--- src/rtl/moc_sfa_pkg.sv ---
`timescale 1ns / 1ps
// ----------------------------------------------------------------------------
// moc_sfa_pkg
// Types, request codes and fixed-point constants of the segment flux
// attenuation block.
// ----------------------------------------------------------------------------
package moc_sfa_pkg;

  localparam int unsigned DefMaxRegions  = 256;
  localparam int unsigned DefMaxGroups   = 16;
  localparam int unsigned DefMaxPolar    = 4;
  localparam int unsigned DefExpTableSize = 1024;

  localparam int unsigned NumPolarRegs = 4;
  localparam int unsigned InvSinW      = 22;

  // optical length range of the table, Q16.16 (10.0)
  localparam logic [37:0] TAU_RANGE_Q16 = 38'd655360;
  localparam logic [16:0] ONE_Q16       = 17'd65536;
  localparam logic [63:0] EXP_M1_Q32    = 64'd1580030169;
  // floor(x / 10) = (x * RECIP10) >> 35 for any x below 2^32
  localparam logic [31:0] RECIP10       = 32'hCCCCCCCD;
  localparam int unsigned Recip10Shift  = 35;
  localparam logic [21:0] INV_SIN_RESET = 22'd65536;

  localparam logic [1:0] REQ_SWEEP = 2'd0;
  localparam logic [1:0] REQ_READ  = 2'd1;
  localparam logic [1:0] REQ_WRITE = 2'd2;

  typedef struct packed {
    logic [1:0]         req_type;
    logic [7:0]         region;
    logic [3:0]         group;
    logic [1:0]         polar;
    logic signed [31:0] angular_flux;
    logic signed [31:0] reduced_source;
    logic [23:0]        sigma_t;
    logic [23:0]        seg_length;
    logic [23:0]        polar_weight;
    logic signed [31:0] flux_value;
  } in_item_t;

  typedef struct packed {
    logic signed [31:0] out_angular_flux;
    logic signed [31:0] scalar_flux_value;
    logic               saturated;
  } out_item_t;

  typedef struct packed {
    logic clear;
    logic load;
    logic mem_rd;
    logic step_mul;
    logic step_tau;
    logic step_div;
    logic step_pos;
    logic step_addr;
    logic step_rom;
    logic step_interp;
    logic step_delta;
    logic step_contrib;
    logic step_update;
    logic write_req;
    logic finish;
  } cmd_t;

  typedef struct packed {
    logic       clear_last;
    logic [1:0] req;
    logic       idx_ok;
    logic       polar_ok;
    logic       out_free;
  } status_t;

endpackage

--- src/rtl/moc_sfa_ctrl.sv ---
`timescale 1ns / 1ps
// ----------------------------------------------------------------------------
// moc_sfa_ctrl
// Sequencer: clearing pass after reset, then one item at a time through the
// datapath steps.
// ----------------------------------------------------------------------------
module moc_sfa_ctrl (
  input  logic                 clk_i,
  input  logic                 rst_ni,
  input  logic                 in_valid_i,
  output logic                 in_ready_o,
  input  moc_sfa_pkg::status_t status_i,
  output moc_sfa_pkg::cmd_t    cmd_o
);
  import moc_sfa_pkg::*;

  typedef enum logic [3:0] {
    ST_CLEAR, ST_IDLE, ST_DECODE, ST_MUL, ST_TAU, ST_DIV, ST_POS, ST_ADDR,
    ST_ROM, ST_INTERP, ST_DELTA, ST_CONTRIB, ST_UPDATE, ST_RD, ST_WR, ST_DONE
  } state_e;

  state_e state_q;

  assign in_ready_o = (state_q == ST_IDLE);

  always_comb begin
    cmd_o = '0;
    case (state_q)
      ST_CLEAR:   cmd_o.clear        = 1'b1;
      ST_IDLE:    cmd_o.load         = in_valid_i;
      ST_MUL: begin
        cmd_o.step_mul = 1'b1;
        cmd_o.mem_rd   = 1'b1;
      end
      ST_TAU:     cmd_o.step_tau     = 1'b1;
      ST_DIV:     cmd_o.step_div     = 1'b1;
      ST_POS:     cmd_o.step_pos     = 1'b1;
      ST_ADDR:    cmd_o.step_addr    = 1'b1;
      ST_ROM:     cmd_o.step_rom     = 1'b1;
      ST_INTERP:  cmd_o.step_interp  = 1'b1;
      ST_DELTA:   cmd_o.step_delta   = 1'b1;
      ST_CONTRIB: cmd_o.step_contrib = 1'b1;
      ST_UPDATE:  cmd_o.step_update  = 1'b1;
      ST_RD:      cmd_o.mem_rd       = 1'b1;
      ST_WR:      cmd_o.write_req    = 1'b1;
      ST_DONE:    cmd_o.finish       = status_i.out_free;
      default:    cmd_o = '0;
    endcase
  end

  always_ff @(posedge clk_i or negedge rst_ni) begin
    if (!rst_ni) begin
      state_q <= ST_CLEAR;
    end else begin
      case (state_q)
        ST_CLEAR: if (status_i.clear_last) state_q <= ST_IDLE;
        ST_IDLE:  if (in_valid_i) state_q <= ST_DECODE;
        ST_DECODE: begin
          if (status_i.req == REQ_SWEEP && status_i.idx_ok && status_i.polar_ok) begin
            state_q <= ST_MUL;
          end else if (status_i.req == REQ_READ && status_i.idx_ok) begin
            state_q <= ST_RD;
          end else if (status_i.req == REQ_WRITE && status_i.idx_ok) begin
            state_q <= ST_WR;
          end else begin
            state_q <= ST_DONE;
          end
        end
        ST_MUL:     state_q <= ST_TAU;
        ST_TAU:     state_q <= ST_DIV;
        ST_DIV:     state_q <= ST_POS;
        ST_POS:     state_q <= ST_ADDR;
        ST_ADDR:    state_q <= ST_ROM;
        ST_ROM:     state_q <= ST_INTERP;
        ST_INTERP:  state_q <= ST_DELTA;
        ST_DELTA:   state_q <= ST_CONTRIB;
        ST_CONTRIB: state_q <= ST_UPDATE;
        ST_UPDATE:  state_q <= ST_DONE;
        ST_RD:      state_q <= ST_DONE;
        ST_WR:      state_q <= ST_DONE;
        ST_DONE:    if (status_i.out_free) state_q <= ST_IDLE;
        default:    state_q <= ST_IDLE;
      endcase
    end
  end

endmodule

--- config.mk ---
export PLATFORM = sky130hd
export DESIGN_NAME = moc_sfa_ctrl
export DESIGN_NICKNAME = d
export VERILOG_FILES = /design/src/rtl/moc_sfa_pkg.sv /design/src/rtl/moc_sfa_ctrl.sv
export SDC_FILE = /design/constraint.sdc
export NUM_CORES = 1
export LEC_CHECK = 0
export ABC_AREA = 1
export BUFFER_PORTS_ARGS = -buffer_cell sky130_fd_sc_hd__buf_2
export CORE_AREA = 2 2 39 41
export CTS_CLUSTER_DIAMETER = 40
export DETAILED_ROUTE_END_ITERATION = 8
export DIE_AREA = 0 0 41 43
export PLACE_DENSITY = 0.59
export SYNTH_ARGS = -nofsm -noshare
export SYNTH_HDL_FRONTEND = slang
export SYNTH_SLANG_ARGS = --single-unit
export TNS_END_PERCENT = 10
--- constraint.sdc ---
create_clock -name clk_i -period 1.25 [get_ports clk_i]
set_input_delay 0.25 -clock clk_i [delete_from_list [all_inputs] [get_ports clk_i]]
set_output_delay 0.25 -clock clk_i [all_outputs]
set_load 0.02 [all_outputs]
==> impl_metrics.csv, run 1 <==
group,metric,value,unit
run,maxCapViolations,0,
global_routing,global_route.overflow_total,0,
worst_setup_path,r2r_slack,20,ps
worst_setup_path,timing.setup.critical_path_class,"flop to output pin",
synth,yosysSeqAreaShare,0.2241,
timing,setup_viol,16,
timing,relSlewSlack,0.8532,
placed_design,port-buffer-count,24,
synth,syn-cell-area,446.7,um^2
placed_design,place_inst,127,
floorplan,design.die.area,1763,um^2
placed_design,detailed_place_hpwl,1.017,mm
route,dr.first_iter.drc_count,6,
clock_network,clk_path_buf_depth,2,
global_routing,wire_length_of_the_first_global_routing_pass,1.849,mm
synth,synth-simple-area-share,0.5938,
clock_network,worstSkewPairLatency,230,ps
worst_setup_path,r2r_cells,6,
finish,drive_gt1_frac,0.4696,
floorplan,floorplan.io_pins,25,
global_routing,grtUsageTotal,0.1576,
synth,post_synth_fa_ha_maj_area_fraction,0,
placed_design,place.gp.congestion,0.8389,
route,drt.antenna.violating_nets,0,
timing,worst-slew-pin-transition,217.9,ps
clock_network,ctsRootBufferMaster,"clkbuf_4",
timing,min_period,1467,ps
timing,layout_setup_ws,-217.1,ps
synth,largest_family_of_logic_cells_by_synthesized_area,"simple AND/OR/NAND/NOR gates",
floorplan,core-area,1384,um^2
route,overall_via_count_from_detail_route,565,
worst_setup_path,crit-reg2reg-capture,"state_q[3]$_DFFE_PN0P_",
synth,syn_inst,84,
worst_setup_path,cp-start-kind,"flop",
clock_network,cts-buffers-inserted,3,
finish,final_cell_count_no_fill,131,
floorplan,initial_core_util,0.3228,
synth,synth_nets,93,
floorplan,die_h,43,um
clock_network,cts_tree,"built",
run_status,run_status,"finished, violations left",
timing,grt_setup_unrepaired,"true",
synth,synthesis.area_per_instance,5.318,um^2
power,max-vdd-ir-drop,1.357,mV
finish,largest_register_ff_count,4,
timing,max_clock_freq,681.6,MHz
finish,top_regs,"state_q: 4 flops",
timing,finalClockSkew,1.974,ps
timing,finalHoldViolCount,0,
timing,timing.setup.tns,-2764,ps
worst_setup_path,cp-end-kind,"output pin",
global_routing,grt_pass1_vias,470,
floorplan,core.rowCount,14,
placed_design,cell_area_reported_after_detailed_placement,614.3,um^2
route,drt-total-wl,1.222,mm
clock_network,htree_num_levels,1,
finish,regMostFlops,"state_q",
worst_setup_path,timing.rr.start,"state_q[2]$_DFFE_PN0P_",
global_routing,grt_max_degree,7,
timing,post-route-period-util,1.174,
finish,antenna_diodes,0,
finish,num-nets-final,126,
power,power_density,2605,nW/um^2
finish,area_delta_synth_final,65.27,%
clock_network,clock_sinks,4,
synth,synth.ff_latch_count,4,
timing,timing_max_transition_violations_final,0,
worst_setup_path,timing.critical_path.arrival,1220,ps
min_path,hold_path.class,"primary input to async pin",
run_status,failing_checks,"negative setup slack",
synth,warnings_synthesis,0,
clock_network,clk_transition_reported_paths,40,ps
power,power.leakage,0.4687,nW
global_routing,antenna_found_initial,0,
synth,netlist-cell-type-count,13,
route,drcViolationCount,0,
route,routed_wire_length_per_instance,9.328,um
worst_setup_path,critPathRequiredTime,1000,ps
route,vias_per_cell,4.313,
floorplan,die_x,41,um
worst_setup_path,path_max_fanout,6,
synth,yosys-mux-area-fraction,0,
synth,synthXorXnorAreaFrac,0,
route,total_iterations_of_the_first_detailed_routing_run,4,
synth,post_synthesis_compound_gate_area_fraction,0.02241,
finish,stdcell_area,738.2,um^2
## metal layers
| layer | global-route usage | vias up | part of all wire |
|---|---|---|---|
| met3 | 0.03141 | 0 | 0.031 |
| met1 | 0.1934 | 243 | 0.46 |
| met4 | 0.1000 | 0 | 0 |
| met5 | 0 | - | 0 |
| li1 | - | 312 | - |
| met2 | 0.2375 | 10 | 0.51 |
## Yosys cell counts
cell | instances | area share
nand3_1 | 4 | 0.045
nor2_1 | 17 | 0.14
nand3b_1 | 1 | 0.017
nand4_1 | 1 | 0.014
nor2_4 | 1 | 0.025
nand2_1 | 24 | 0.20
inv_1 | 19 | 0.16
o21ai_0 | 2 | 0.022
nand2_2 | 2 | 0.028
nor3_1 | 5 | 0.056
nor2_2 | 3 | 0.042
dfrtp_1 | 4 | 0.22
nand3_2 | 1 | 0.022
## through the flow
stage	worst slack, ps	total power, mW	hold slack [ps]	util
global route	-307.4	2.105	342.3	0.5335
CTS	-205.2	1.853	342.3	0.5118
detailed placement	-75.07	1.507	58.55	0.4439
finish	-217.1	1.923	348.9	0.5335
global placement	-55.92	1.510	56.60	0.4439
floorplan	-30.89	1.136	-45.59	-
## layout make-up
type	count	area, um^2
Clock buffer	3	22.52
Fill cell	137	645.6
Inverter	19	71.32
Timing Repair Buffer	28	196.4
Multi-Input combinational cell	61	322.8
Tap cell	16	20.02
Sequential cell	4	105.1
## cell families after synthesis
| kind of cell | count (synthesis) |
|---|---|
| and+or+nand+nor | 59 |
| buffers and inverters | 19 |
| DFF | 4 |
| AOI/OAI and AO/OA | 2 |
## worst max-delay path by stage
stage / from / endpoint / slack, ps / cells past startpoint
after CTS: state_q[1]$_DFFE_PN0P_ / cmd_o[4] / -210 / 5
final: state_q[0]$_DFFE_PN0P_ / cmd_o[13] / -220 / 5
after global placement: state_q[1]$_DFFE_PN0P_ / cmd_o[6] / -60 / 4
after global routing: state_q[0]$_DFFE_PN0P_ / cmd_o[11] / -310 / 5
after floorplan: state_q[3]$_DFFE_PN0P_ / cmd_o[0] / -30 / 2
after detailed placement: state_q[1]$_DFFE_PN0P_ / cmd_o[6] / -80 / 4
## placed cells by master, fill, tap and decap left out
cell	n
nand3b_1	1
nor2_2	5
nor2_4	5
inv_1	14
nand3_2	1
clkbuf_4	3
nand3_1	4
inv_2	5
buf_2	14
nor2_1	11
dlygate4sd3_1	1
nor3_2	1
buf_4	8
nand2_2	2
dfrtp_2	4
nand2_1	23
buf_6	5
nor3_1	4
nand4_1	1
o21ai_0	2
nand2_4	1
## report_power, final
group          switching, mW  internal [mW]
combinational          0.852          0.543
clock                 0.0462          0.107
sequential             0.155          0.220
## critical path, stage by stage, from the launching register on
cell and delay, ps:
dfrtp_2 450, inv_2 80, nor2_4 160, nand2_4 90, nor2_4 90, buf_6 120
## what timing repair did
item,4_1_cts,5_1_grt
pin swaps,2,2
hold endpoints to repair,4,0
buffers inserted,0,0
resized for setup,27,9
hold buffers,1,0
endpoints found under the setup margin,19,20
(Power assumes the default switching activity.)
==> run 2: changes to the inputs <==
==> constraint.sdc (replaced) <==
create_clock -name clk_i -period 1.25 [get_ports clk_i]
set_input_delay 0.25 -clock clk_i [delete_from_list [all_inputs] [get_ports clk_i]]
set_output_delay 0.25 -clock clk_i [all_outputs]
set_load 0.005 [all_outputs]
==> run 2 against run 1 <==
The flow still finishes with violations (negative setup slack); clock skew fell by 0.68 ps; via count is 4.6% higher; register-to-register slack about the same; sequential power rose by 2%; maximum frequency up 2.2%; first-iteration DRC count grew to 2.8 times the previous value; sequential share of layout area is 1.1 points higher; critical path depth stayed put; die area stayed put; clock power is essentially flat; flip-flop and latch count unchanged; combinational power shrank 21%; largest cell class unchanged.
==> impl_metrics.csv, run 2 (same netlist as run 1, synthesis figures left out) <==
group,metric,value,unit
floorplan,die_x,41,um
finish,layout_commonest_cell,"buf_2",
floorplan,initial_core_util,0.3228,
timing,post-route-period-util,1.149,
worst_setup_path,timing.rr.start,"state_q[3]$_DFFE_PN0P_",
finish,layout_common_cells,"buf_2, nand2_1, inv_1",
power,max-vdd-ir-drop,0.9484,mV
power,power_frac_comb,0.674,
finish,area_delta_synth_final,53.78,%
worst_setup_path,r2r_slack,30,ps
worst_setup_path,path_max_fanout,6,
timing,timing_max_transition_violations_final,0,
global_routing,globalRouteMet1Util,0.1845,
global_routing,grt_pass1_vias,495,
clock_network,htree_num_levels,1,
timing,finalClockSkew,1.290,ps
route,dr.first_iter.drc_count,17,
power,power_density,2386,nW/um^2
finish,num-nets-final,127,
worst_setup_path,critPathTopFamily,"flip-flops",
timing,setup_viol,16,
worst_setup_path,crit-reg2reg-capture,"state_q[1]$_DFFE_PN0P_",
power,clockPowerShare,0.093,
route,total_iterations_of_the_first_detailed_routing_run,4,
finish,antenna_diodes,0,
clock_network,clk_transition_reported_paths,30,ps
timing,worst-slew-pin-transition,239.8,ps
global_routing,grt_max_degree,7,
floorplan,die_h,43,um
timing,grt_setup_unrepaired,"true",
route,routed_wire_length_per_instance,9.432,um
floorplan,design.die.area,1763,um^2
worst_setup_path,timing.critical_path.arrival,1190,ps
global_routing,groute.layer.met3.usage,0.01571,
worst_setup_path,max_stage_delay,460,ps
finish,top_regs,"state_q: 4 flops",
global_routing,wire_length_of_the_first_global_routing_pass,1.911,mm
worst_setup_path,timing.critical_path.buf_inv,3,
timing,worst_hold_slack,353.1,ps
global_routing,antenna_found_initial,0,
clock_network,clock_sinks,4,
timing,relSlewSlack,0.8384,
worst_setup_path,worstPathCellList,"nand2_2, inv_1, nand2_1, inv_1, buf_2",
worst_setup_path,crit_end,"cmd_o[11]",
min_path,hold_path.class,"primary input to async pin",
worst_setup_path,critPathRequiredTime,1000,ps
clock_network,ctsRootBufferMaster,"clkbuf_4",
route,overall_via_count_from_detail_route,591,
timing,min_period,1436,ps
finish,drive_gt1_frac,0.4569,
power,cellInternalPower,0.7831,mW
floorplan,core-area,1384,um^2
finish,regMostFlops,"state_q",
worst_setup_path,cp-start-kind,"flop",
clock_network,cts-buffers-inserted,3,
route,drt.antenna.violating_nets,0,
worst_setup_path,cp-end-kind,"output pin",
worst_setup_path,path_depth,5,
global_routing,gr-usage-met2,0.2656,
finish,fillers,146,
timing,finalHoldViolCount,0,
worst_setup_path,r2r_cells,8,
timing,max_clock_freq,696.5,MHz
run_status,failing_checks,"negative setup slack",
worst_setup_path,critical_path.slowest_cell,"dfrtp_2",
floorplan,floorplan.io_pins,25,
power,p_seq_frac,0.233,
placed_design,detailed_place_hpwl,990.6,um
finish,largest_register_ff_count,4,
clock_network,cts_tree,"built",
route,vias_per_cell,4.477,
timing,layout_setup_ws,-185.8,ps
power,power.leakage,0.4625,nW
worst_setup_path,crit_path_frequent_cell,"inv_1",
worst_setup_path,critical_path.startpoint,"state_q[0]$_DFFE_PN0P_",
global_routing,grtUsageTotal,0.1579,
worst_setup_path,timing.setup.critical_path_class,"flop to output pin",
run,maxCapViolations,0,
run_status,run_status,"finished, violations left",
global_routing,global_route.overflow_total,0,
power,switching_power,0.8561,mW
placed_design,port-buffer-count,24,
floorplan,core.rowCount,14,
global_routing,gr-max-usage-layer,"met2",
placed_design,place.gp.congestion,0.9274,
clock_network,clk_path_buf_depth,2,
timing,timing.setup.tns,-1969,ps
route,drt-total-wl,1.245,mm
clock_network,worstSkewPairLatency,230,ps
route,drcViolationCount,0,
power,switching_fraction,0.5223,
## run 2: changes by cell type in the layout (fill, tap and decap cells not counted), sizes merged
cell / delta
buf: +1
## run 2: worst reg2reg max path: stages (launching register included)
cell	delay, ps
dfrtp_2	450
nand2_2	130
inv_1	100
nand2_1	100
nand2_1	60
nor2_1	90
nand2_1	70
nand2_1	60
nand2_1	40
## run 2: through the flow
step | power (mW) | cell area, um^2 | worst slack, ps | cells | util
global placement | 1.271 | 594.3 | -36.32 | 125 | 0.4295
CTS | 1.586 | 674.4 | -178.9 | 132 | 0.4873
global route | 1.826 | 686.9 | -257.2 | 132 | 0.4964
detailed placement | 1.257 | 594.3 | -14.77 | 125 | 0.4295
finish | 1.639 | 686.9 | -185.8 | 132 | 0.4964
floorplan | 0.9695 | 446.7 | 140.9 | 84 | -
## run 2: worst min path at each step
stage | endpoint | slack [ps]
6_report | state_q[3]$_DFFE_PN0P_ | 350
5_1_grt | state_q[3]$_DFFE_PN0P_ | 360
4_1_cts | state_q[3]$_DFFE_PN0P_ | 350
3_5_place_dp | state_q[1]$_DFFE_PN0P_ | 60
3_3_place_gp | state_q[1]$_DFFE_PN0P_ | 60
2_1_floorplan | state_q[0]$_DFFE_PN0P_ | -50
## run 2: layer usage
metal | share of wire | vias up | wire, um
met5 | 0 | - | 0
met4 | 0 | 0 | 0
met3 | 0.047 | 0 | 58
met2 | 0.54 | 12 | 671
met1 | 0.41 | 263 | 515
li1 | - | 316 | -
## run 2: cell type report
class | instances | area, um^2 | area share
inverters | 19 | 71.32 | 0.1038
flip-flops and latches | 4 | 105.1 | 0.1530
multi-input cells | 61 | 307.8 | 0.4481
repair buffers | 29 | 160.2 | 0.2332
well taps | 16 | 20.02 | 0.02914
clock buffers | 3 | 22.52 | 0.03279
## run 2: power groups by stage
stage                     logic, mW  registers [mW]  clock network (mW)
after floorplan               0.678           0.291                   0
after global placement        0.963           0.308                   0
after detailed placement      0.950           0.307                   0
after CTS                      1.06           0.361               0.163
after global routing           1.25           0.396               0.180
final                          1.10           0.382               0.152
## run 2: repair_timing
item	4_1_cts	5_1_grt
endpoints found under the setup margin	16	20
pin swaps	3	1
buffers inserted	3	0
resized for setup	12	6
hold endpoints to repair	4	0
hold buffers	1	0
==> run 3: changes to the inputs <==
--- a/config.mk
+++ b/config.mk
@@ -7,11 +7,12 @@
 export LEC_CHECK = 0
 export ABC_AREA = 1
 export BUFFER_PORTS_ARGS = -buffer_cell sky130_fd_sc_hd__buf_2
-export CORE_AREA = 2 2 39 41
+export CELL_PAD_IN_SITES_DETAIL_PLACEMENT = 0
+export CELL_PAD_IN_SITES_GLOBAL_PLACEMENT = 1
+export CORE_UTILIZATION = 25
 export CTS_CLUSTER_DIAMETER = 40
 export DETAILED_ROUTE_END_ITERATION = 8
-export DIE_AREA = 0 0 41 43
-export PLACE_DENSITY = 0.59
+export PLACE_DENSITY = 0.7
 export SYNTH_ARGS = -nofsm -noshare
 export SYNTH_HDL_FRONTEND = slang
 export SYNTH_SLANG_ARGS = --single-unit
==> run 3 against run 2 <==
The run still ends with negative setup slack left; non-clock buffer count is 5 higher; highest routed layer unchanged; first-iteration DRC count down 53%; clock skew barely moved; register-to-register slack worse by 40 ps; die area rose by 11%; via count is 2.7% higher; final area grew 11%; utilization is 2.0 points lower; maximum frequency down 0.19%; largest power group unchanged.
==> impl_metrics.csv, run 3 (same netlist as run 1, synthesis figures left out) <==
group,metric,value,unit
run_status,run_status,"finished, violations left",
run_status,failing_checks,"negative setup slack",
global_routing,global_route.overflow_total,0,
power,switching_power,0.9360,mW
timing,min_period,1439,ps
timing,layout_setup_ws,-188.5,ps
timing,relSlewSlack,0.8444,
clock_network,cts_tree,"built",
power,power.leakage,0.4968,nW
route,dr.first_iter.drc_count,8,
floorplan,floorplan.io_pins,25,
placed_design,port-buffer-count,24,
finish,regMostFlops,"state_q",
finish,layout_commonest_cell,"buf_2",
route,routed_wire_length_per_instance,9.393,um
timing,worst_hold_slack,363.9,ps
route,overall_via_count_from_detail_route,607,
clock_network,clk_path_buf_depth,2,
power,power_frac_comb,0.695,
finish,area_delta_synth_final,70.03,%
worst_setup_path,path_max_fanout,5,
worst_setup_path,cp-end-kind,"output pin",
clock_network,ctsRootBufferMaster,"clkbuf_4",
global_routing,grt_pass1_vias,545,
floorplan,core-area,1594,um^2
timing,max_clock_freq,695.2,MHz
floorplan,core.rowCount,14,
timing,post-route-period-util,1.151,
global_routing,wire_length_of_the_first_global_routing_pass,2.297,mm
clock_network,cts-buffers-inserted,3,
worst_setup_path,max_stage_delay,460,ps
power,cellInternalPower,0.8884,mW
finish,num-nets-final,132,
finish,drive_gt1_frac,0.5041,
power,power_density,2402,nW/um^2
clock_network,clk_transition_reported_paths,40,ps
worst_setup_path,timing.critical_path.arrival,1190,ps
timing,finalClockSkew,1.544,ps
finish,top_regs,"state_q: 4 flops",
finish,antenna_diodes,0,
floorplan,design.die.area,1960,um^2
finish,final_cell_count_no_fill,145,
timing,finalHoldViolCount,0,
worst_setup_path,cp-start-kind,"flop",
placed_design,detailed_place_hpwl,1.126,mm
worst_setup_path,worstPathCellList,"inv_2, nor2_4, nand2_2, nor2_1, buf_2",
worst_setup_path,critPathTopFamily,"flip-flops",
timing,grt_setup_unrepaired,"true",
power,max-vdd-ir-drop,1.017,mV
clock_network,clock_sinks,4,
power,p_seq_frac,0.219,
clock_network,worstSkewPairLatency,230,ps
floorplan,die_h,44.27,um
floorplan,die_x,44.27,um
worst_setup_path,timing.setup.critical_path_class,"flop to output pin",
power,switching_fraction,0.5131,
floorplan,initial_core_util,0.2802,
worst_setup_path,critPathRequiredTime,1000,ps
route,total_iterations_of_the_first_detailed_routing_run,6,
power,clockPowerShare,0.086,
global_routing,grtUsageTotal,0.1561,
timing,setup_viol,19,
timing,timing_max_transition_violations_final,0,
global_routing,grt_max_degree,7,
route,drt-total-wl,1.362,mm
route,drcViolationCount,0,
worst_setup_path,critical_path.slowest_cell,"dfrtp_2",
min_path,hold_path.class,"primary input to async pin",
global_routing,antenna_found_initial,0,
finish,largest_register_ff_count,4,
power,p_total,1.824,mW
placed_design,place.gp.congestion,0.8071,
route,drt.antenna.violating_nets,0,
timing,worst-slew-pin-transition,231.0,ps
route,vias_per_cell,4.186,
clock_network,htree_num_levels,1,
placed_design,place_inst,136,
worst_setup_path,timing.critical_path.buf_inv,2,
run,maxCapViolations,0,
finish,layout_common_cells,"buf_2, nand2_1, inv_1",
## run 3: changes by cell type in the layout (fill, tap and decap cells not counted)
cell     previous run  this run
nor3_1              4         3
nand2_2             3         2
nand2_4             0         2
nor3_2              1         2
nor2_4              4         5
nand2_1            23        22
nor2_1             13        12
buf_4               4         9
## run 3: path summary, 6_finish.rpt
check,startpoint,to,slack (ps),cells past startpoint
setup / recovery,state_q[0]$_DFFE_PN0P_,cmd_o[13],-190,5
hold / removal,rst_ni,state_q[0]$_DFFE_PN0P_,360,2
setup reg to reg,state_q[0]$_DFFE_PN0P_,state_q[0]$_DFFE_PN0P_,-10,8
hold reg to reg,state_q[2]$_DFFE_PN0P_,state_q[0]$_DFFE_PN0P_,740,4
max in group asynchronous,rst_ni,state_q[2]$_DFFE_PN0P_,750,2
min in group clk_i,in_valid_i,state_q[0]$_DFFE_PN0P_,400,4
## run 3: repair_timing
action                                  4_1_cts  5_1_grt
resized for setup                            19        5
pin swaps                                     3        4
buffers inserted                              3        2
hold buffers                                  1        0
endpoints found under the setup margin       19       20
gates cloned                                  0        0
hold endpoints to repair                      4        0
## run 3: per-layer routing
layer	up-vias	share of wire	track usage
met2	18	0.47	0.2794
met3	0	0.042	0.04082
met1	261	0.48	0.1925
met5	-	0	0
met4	0	0	0.01818
li1	328	-	-
## run 3: area by class of cell
type | instances | area (um^2)
flip-flops and latches | 4 | 105.1
multi-input cells | 61 | 332.8
inverters | 19 | 71.32
clock buffers | 3 | 22.52
repair buffers | 34 | 197.7
well taps | 24 | 30.03
fillers | 183 | 834.6
## run 3: through the flow
step           setup WS, ps  area [um^2]  utilization  setup TNS, ps
2_1_floorplan         140.9        446.7            -              0
3_3_place_gp         -123.8        626.9       0.3933         -480.5
3_5_place_dp         -54.18        626.9       0.3933         -174.0
4_1_cts              -201.4        732.0       0.4592          -2514
5_1_grt              -239.5        759.5       0.4765          -3496
6_report             -188.5        759.5       0.4765          -2247
## run 3: power groups by stage
stage | clock network (mW) | logic [mW] | registers [mW]
final | 0.157 | 1.27 | 0.400
after global routing | 0.172 | 1.43 | 0.410
after CTS | 0.163 | 1.21 | 0.390
after detailed placement | 0 | 1.05 | 0.308
after global placement | 0 | 1.07 | 0.305
after floorplan | 0 | 0.678 | 0.291
